## src/im2col_pkg.sv

```systemverilog
// ----------------------------------------------------------------------------
// im2col_pkg
// shared types, constants and codes of the im2col unfold engine
// ----------------------------------------------------------------------------
`default_nettype none

package im2col_pkg;

  // store geometry and fixed window geometry
  localparam int STORE_DEPTH = 4096;
  localparam int ADDR_W      = $clog2(STORE_DEPTH);
  localparam int STRIDE_H    = 1;
  localparam int STRIDE_W    = 1;
  localparam int PAD_H       = 0;
  localparam int PAD_W       = 0;

  // width of orow*stride + krow before the padding offset
  localparam int ROW_CALC_W  = $clog2(255 * STRIDE_H + 15 + 1) + 1;
  localparam int COL_CALC_W  = $clog2(255 * STRIDE_W + 15 + 1) + 1;

  // flat source index partial products
  localparam int P1_W = 14;  // image * channels + chan
  localparam int P2_W = 22;  // p1 * height + row
  localparam int P3_W = 31;  // p2 * width + col

  // request queue between front and back
  localparam int QUEUE_DEPTH = 2;

  // register highs
  localparam logic [6:0] BATCH_HIGH   = 7'd64;
  localparam logic [8:0] DIM_HIGH     = 9'd256;
  localparam logic [4:0] KERNEL_HIGH  = 5'd16;

  localparam logic OP_LOAD = 1'b0;
  localparam logic OP_EMIT = 1'b1;

  typedef enum logic [2:0] {
    REG_BATCH_COUNT   = 3'd0,
    REG_CHANNEL_COUNT = 3'd1,
    REG_IN_HEIGHT     = 3'd2,
    REG_IN_WIDTH      = 3'd3,
    REG_KERNEL_HEIGHT = 3'd4,
    REG_KERNEL_WIDTH  = 3'd5,
    REG_OUT_HEIGHT    = 3'd6,
    REG_OUT_WIDTH     = 3'd7
  } cfg_reg_e;

  typedef enum logic [1:0] {
    CMD_DROP = 2'd0,
    CMD_LOAD = 2'd1,
    CMD_EMIT = 2'd2
  } cmd_kind_e;

  typedef struct packed {
    logic        op;
    logic [11:0] element_index;
    logic [31:0] element_value;
  } in_item_t;

  typedef struct packed {
    logic [31:0] col_value;
    logic        is_padding;
    logic        last_element;
  } out_item_t;

  typedef struct packed {
    cmd_kind_e   kind;
    logic [11:0] index;
    logic [31:0] value;
  } cmd_t;

  // effective register values, already clamped to their legal range
  typedef struct packed {
    logic [6:0] batch_count;
    logic [8:0] channel_count;
    logic [8:0] in_height;
    logic [8:0] in_width;
    logic [4:0] kernel_height;
    logic [4:0] kernel_width;
    logic [8:0] out_height;
    logic [8:0] out_width;
  } cfg_t;

endpackage

`default_nettype wire

```

## src/im2col_queue.sv

```systemverilog
// ----------------------------------------------------------------------------
// im2col_queue
// short request queue between front and back
// ----------------------------------------------------------------------------
`default_nettype none

module im2col_queue (
  input  wire logic              clk_i,
  input  wire logic              rst_ni,
  input  wire logic              push_i,
  input  wire im2col_pkg::cmd_t  cmd_i,
  output logic                   full_o,
  output logic                   valid_o,
  output im2col_pkg::cmd_t       cmd_o,
  input  wire logic              pop_i
);
  import im2col_pkg::*;

  localparam int PTR_W = (QUEUE_DEPTH > 1) ? $clog2(QUEUE_DEPTH) : 1;
  localparam int CNT_W = $clog2(QUEUE_DEPTH + 1);

  cmd_t             entry_q [QUEUE_DEPTH];
  logic [PTR_W-1:0] wr_ptr_q, wr_ptr_d;
  logic [PTR_W-1:0] rd_ptr_q, rd_ptr_d;
  logic [CNT_W-1:0] count_q, count_d;

  assign full_o  = count_q == CNT_W'(QUEUE_DEPTH);
  assign valid_o = count_q != '0;
  assign cmd_o   = entry_q[rd_ptr_q];

  always_comb begin
    wr_ptr_d = wr_ptr_q;
    rd_ptr_d = rd_ptr_q;
    count_d  = count_q;
    if (push_i) begin
      wr_ptr_d = (wr_ptr_q == PTR_W'(QUEUE_DEPTH - 1)) ? '0 : wr_ptr_q + 1'b1;
    end
    if (pop_i) begin
      rd_ptr_d = (rd_ptr_q == PTR_W'(QUEUE_DEPTH - 1)) ? '0 : rd_ptr_q + 1'b1;
    end
    if (push_i && !pop_i) begin
      count_d = count_q + 1'b1;
    end else if (pop_i && !push_i) begin
      count_d = count_q - 1'b1;
    end
  end

  always_ff @(posedge clk_i or negedge rst_ni) begin
    if (!rst_ni) begin
      wr_ptr_q <= '0;
      rd_ptr_q <= '0;
      count_q  <= '0;
    end else begin
      wr_ptr_q <= wr_ptr_d;
      rd_ptr_q <= rd_ptr_d;
      count_q  <= count_d;
    end
  end

  always_ff @(posedge clk_i) begin
    if (push_i) begin
      entry_q[wr_ptr_q] <= cmd_i;
    end
  end

`ifndef NO_ASSERTIONS
  a_no_overflow: assert property (@(posedge clk_i) disable iff (!rst_ni)
    full_o |-> !push_i || pop_i)
    else $error("queue overflow");
  a_no_underflow: assert property (@(posedge clk_i) disable iff (!rst_ni)
    pop_i |-> valid_o)
    else $error("queue underflow");
  a_count_bound: assert property (@(posedge clk_i) disable iff (!rst_ni)
    count_q <= CNT_W'(QUEUE_DEPTH))
    else $error("queue count out of bounds");
`endif

endmodule

`default_nettype wire

```

## config.mk

```make
export PLATFORM = sky130hd
export DESIGN_NAME = im2col_queue
export DESIGN_NICKNAME = d
export VERILOG_FILES = /design/src/im2col_pkg.sv /design/src/im2col_queue.sv
export SDC_FILE = /design/constraint.sdc
export NUM_CORES = 1
export LEC_CHECK = 0
export BUFFER_PORTS_ARGS = -buffer_cell sky130_fd_sc_hd__buf_2
export CORE_UTILIZATION = 24
export DETAILED_ROUTE_END_ITERATION = 8
export PLACE_DENSITY = 0.51
export RECOVER_POWER = 100
export SETUP_SLACK_MARGIN = 0.05
export SYNTH_ARGS = -nofsm -noshare
export SYNTH_HDL_FRONTEND = slang
export SYNTH_SLANG_ARGS = --single-unit
```

## constraint.sdc

```tcl
create_clock -name clk_i -period 3.95 [get_ports clk_i]
set_clock_uncertainty 0.2 [all_clocks]
set_input_delay 0.79 -clock clk_i [delete_from_list [all_inputs] [get_ports clk_i]]
set_output_delay 0.79 -clock clk_i [all_outputs]
set_load 0.1 [all_outputs]
```

==> insert_results.sql <==
INSERT INTO impl_metrics (metric_group, metric, value, unit) VALUES
('run_status', 'status', 'finished, violations left', ''),
('run_status', 'violations_in_the_final_reports', 'design-rule violations', ''),
('final_layout', 'final_layout_size_suffix_gt1_share', '50.0', '%'),
('die', 'floorplan_core_area', '14600', 'µm²'),
('worst_setup_path', 'path_max_fanout', '28', ''),
('place', 'finalWeightedCongestion', '0.638', ''),
('grt', 'grt_overflow', '0', ''),
('worst_setup_path', 'required', '2.96', 'ns'),
('logic_synthesis', 'synth-edff-count', '92', ''),
('logic_synthesis', 'yosys_register_bits', '96', ''),
('worst_setup_path', 'worstSetupStartpointType', 'flop', ''),
('clock_network', 'clkTransAtPathRegs', '0.06', 'ns'),
('worst_setup_path', 'r2r_end', 'entry_q[1][1]$_DFFE_PP_', ''),
('logic_synthesis', 'async_flop_share', '4.17', '%'),
('sta', 'timing.final.max_slew_violations', '0', ''),
('hold_path', 'worstHoldPathType', 'input port to async pin', ''),
('route', 'drc', '16', ''),
('die', 'floorplan.rows', '44', ''),
('clock_network', 'cts_root_buf', 'sky130_fd_sc_hd__clkbuf_16', ''),
('route', 'total_met3_wirelength_after_detailed_routing', '467', 'µm'),
('logic_synthesis', 'synth_flop_cell', 'sky130_fd_sc_hd__edfxtp_1', ''),
('clock_network', 'clock_tree.htree_level_count', '3', ''),
('grt', 'antenna_found_initial', '0', ''),
('route', 'drt_wl_total', '6490', 'µm'),
('sta', 'finalSetupViolations', '0', ''),
('worst_setup_path', 'cp.arrival', '2.41', 'ns'),
('die', 'die_x', '125', 'µm'),
('route', 'highest_layer', 'met4', ''),
('die', 'die_h', '125', 'µm'),
('clock_network', 'cts.hold.buffers_added', '0', ''),
('sta', 'tns_setup', '0', 'ns'),
('logic_synthesis', 'synthMostInstantiatedCell', 'sky130_fd_sc_hd__edfxtp_1', ''),
('sta', 'finalHoldViolations', '0', ''),
('clock_network', 'max-clock-path-buffers', '2', ''),
('clock_network', 'clock_insertion_delay_worst_skew', '0.34', 'ns'),
('logic_synthesis', 'synth_largest_type_area_fraction', '76.1', '%'),
('logic_synthesis', 'synth_sequential_area_ratio', '78.8', '%'),
('logic_synthesis', 'mappedNetlistArea', '3630', 'µm²'),
('logic_synthesis', 'synth.area.top_cells', 'sky130_fd_sc_hd__edfxtp_1 (76%), sky130_fd_sc_hd__mux2_4 (12%), sky130_fd_sc_hd__mux2_2 (5.0%)', ''),
('worst_setup_path', 'timing.rr.start', 'wr_ptr_q$_DFFE_PN0P_', ''),
('grt', 'grt_pass1_wl', '10200', 'µm'),
('clock_network', 'tritoncts.num_buffers', '9', ''),
('clock_network', 'postCtsSetupBuffers', '0', ''),
('worst_setup_path', 'path_class', 'flop to output port', ''),
('final_layout', 'syn2layout_area_growth', '26.9', '%'),
('sta', 'transition_time_of_the_tightest_slew_check_pin', '1.28', 'ns'),
('route', 'dr.first_iter.drc_count', '122', ''),
('sta', 'min_period', '3.40', 'ns'),
('route', 'dr_wl_met2', '3070', 'µm'),
('route', 'met1Wirelength', '2870', 'µm'),
('die', 'dieArea', '15600', 'µm²'),
('logic_synthesis', 'syn-mean-instance-area', '22.8', 'µm²'),
('route', 'detail-route-antenna-nets', '0', ''),
('grt', 'first_global_vias', '1881', ''),
('place', 'port_buffers', '97', ''),
('flow_run', 'cap_violations', '0', ''),
('logic_synthesis', 'syn_inst', '159', ''),
('final_layout', 'final_net_count', '317', ''),
('route', 'routed_wire_length_per_instance', '14.3', 'µm'),
('sta', 'maximum_frequency_from_static_timing_analysis', '294', 'MHz'),
('clock_network', 'cts_sinks', '96', ''),
('clock_network', 'cts_repair_resize_count', '0', ''),
('sta', 'timing.max_slew.rel_slack', '14.6', '%'),
('logic_synthesis', 'synth.net_count', '210', ''),
('logic_synthesis', 'synth.lib_cells_used.distinct', '14', ''),
('die', 'starting_density_of_the_core', '24.8', '%'),
('worst_setup_path', 'worst-r2r-setup-slack', '1.45', 'ns'),
('die', 'io_pins', '98', ''),
('grt', 'global_route.usage.total', '9.11', '%'),
('logic_synthesis', 'netlist_top_cells_count', 'sky130_fd_sc_hd__edfxtp_1 (92), sky130_fd_sc_hd__mux2_4 (30), sky130_fd_sc_hd__mux2_2 (16)', ''),
('route', 'detailroute.via_count', '1783', '');
==> registers in the layout (all words and copies together), names as in the netlist <==
name and flops:
wr_ptr_q 1, rd_ptr_q 1, count_q 2, entry_q 92
==> worst max path at each step <==
stage / startpoint / slack [ns] / cells past startpoint / endpoint
finish: rd_ptr_q$_DFFE_PN0P_ / 0.55 / 3 / cmd_o[38]
global route: rd_ptr_q$_DFFE_PN0P_ / 0.39 / 3 / cmd_o[15]
CTS: rd_ptr_q$_DFFE_PN0P_ / 0.82 / 3 / cmd_o[25]
detailed placement: rd_ptr_q$_DFFE_PN0P_ / 1.22 / 3 / cmd_o[26]
global placement: rd_ptr_q$_DFFE_PN0P_ / 1.23 / 3 / cmd_o[26]
floorplan: push_i / 0.46 / 1 / entry_q[0][0]$_DFFE_PP_
==> layout by cell type (no fill, tap or decap) <==
master,count
sky130_fd_sc_hd__and2_0,1
sky130_fd_sc_hd__buf_12,1
sky130_fd_sc_hd__buf_2,49
sky130_fd_sc_hd__bufinv_16,2
sky130_fd_sc_hd__clkbuf_1,28
sky130_fd_sc_hd__clkbuf_16,9
sky130_fd_sc_hd__clkbuf_2,23
sky130_fd_sc_hd__clkinv_2,2
sky130_fd_sc_hd__clkinvlp_4,2
sky130_fd_sc_hd__dfrtp_1,4
sky130_fd_sc_hd__edfxtp_1,92
sky130_fd_sc_hd__ha_1,1
sky130_fd_sc_hd__inv_1,1
sky130_fd_sc_hd__mux2_2,16
sky130_fd_sc_hd__mux2_4,30
sky130_fd_sc_hd__nor2_1,1
sky130_fd_sc_hd__nor2b_1,2
sky130_fd_sc_hd__or2_2,1
sky130_fd_sc_hd__xnor2_1,1
sky130_fd_sc_hd__xor2_1,4
==> critical path, stage by stage, from the launching register on <==
cell and delay [ns]:
sky130_fd_sc_hd__dfrtp_1 1.01, sky130_fd_sc_hd__buf_12 0.33, sky130_fd_sc_hd__mux2_4 0.33, sky130_fd_sc_hd__clkbuf_2 0.37
==> stage by stage <==
step                      utilization [%]  hold slack (ns)  cells  area [µm²]  worst slack [ns]
after floorplan                         -            0.247    159        3630             0.459
after global placement               29.7            0.270    439        4350              1.23
after detailed placement             29.7            0.272    439        4350              1.22
after CTS                            31.8           0.0248    454        4660             0.823
after global routing                 31.5           0.0720    454        4610             0.388
final                                31.5           0.0702    454        4610             0.554
==> area by class of cell <==
| cell class | instances | area (µm²) |
|---|---|---|
| Clock buffer | 9 | 225 |
| Clock inverter | 6 | 85.1 |
| Fill cell | 1476 | 10000 |
| Inverter | 1 | 3.75 |
| Multi-Input combinational cell | 57 | 716 |
| Sequential cell | 96 | 2860 |
| Tap cell | 184 | 230 |
| Timing Repair Buffer | 101 | 485 |
==> routing by layer <==
| metal | vias up | GRT usage (%) |
|---|---|---|
| li1 | 830 | - |
| met1 | 877 | 10.5 |
| met2 | 70 | 14.4 |
| met3 | 6 | 4.75 |
| met4 | 0 | 3.44 |
| met5 | - | 0 |
==> logic make-up (layout without fill, tap and decap cells) <==
group / count (synthesis) / count (layout) / synth area share, %
xor+xnor: 5 / 5 / 1.21
flops: 96 / 96 / 78.8
fa+ha+maj: 1 / 1 / 0.344
mux: 46 / 46 / 17.4
buf+inv: 6 / 117 / 1.48
simple gates: 5 / 5 / 0.792
Power is left out: the tool's default activity adds up to more than one toggle a clock period on the data nets, which glitch-free logic cannot reach.
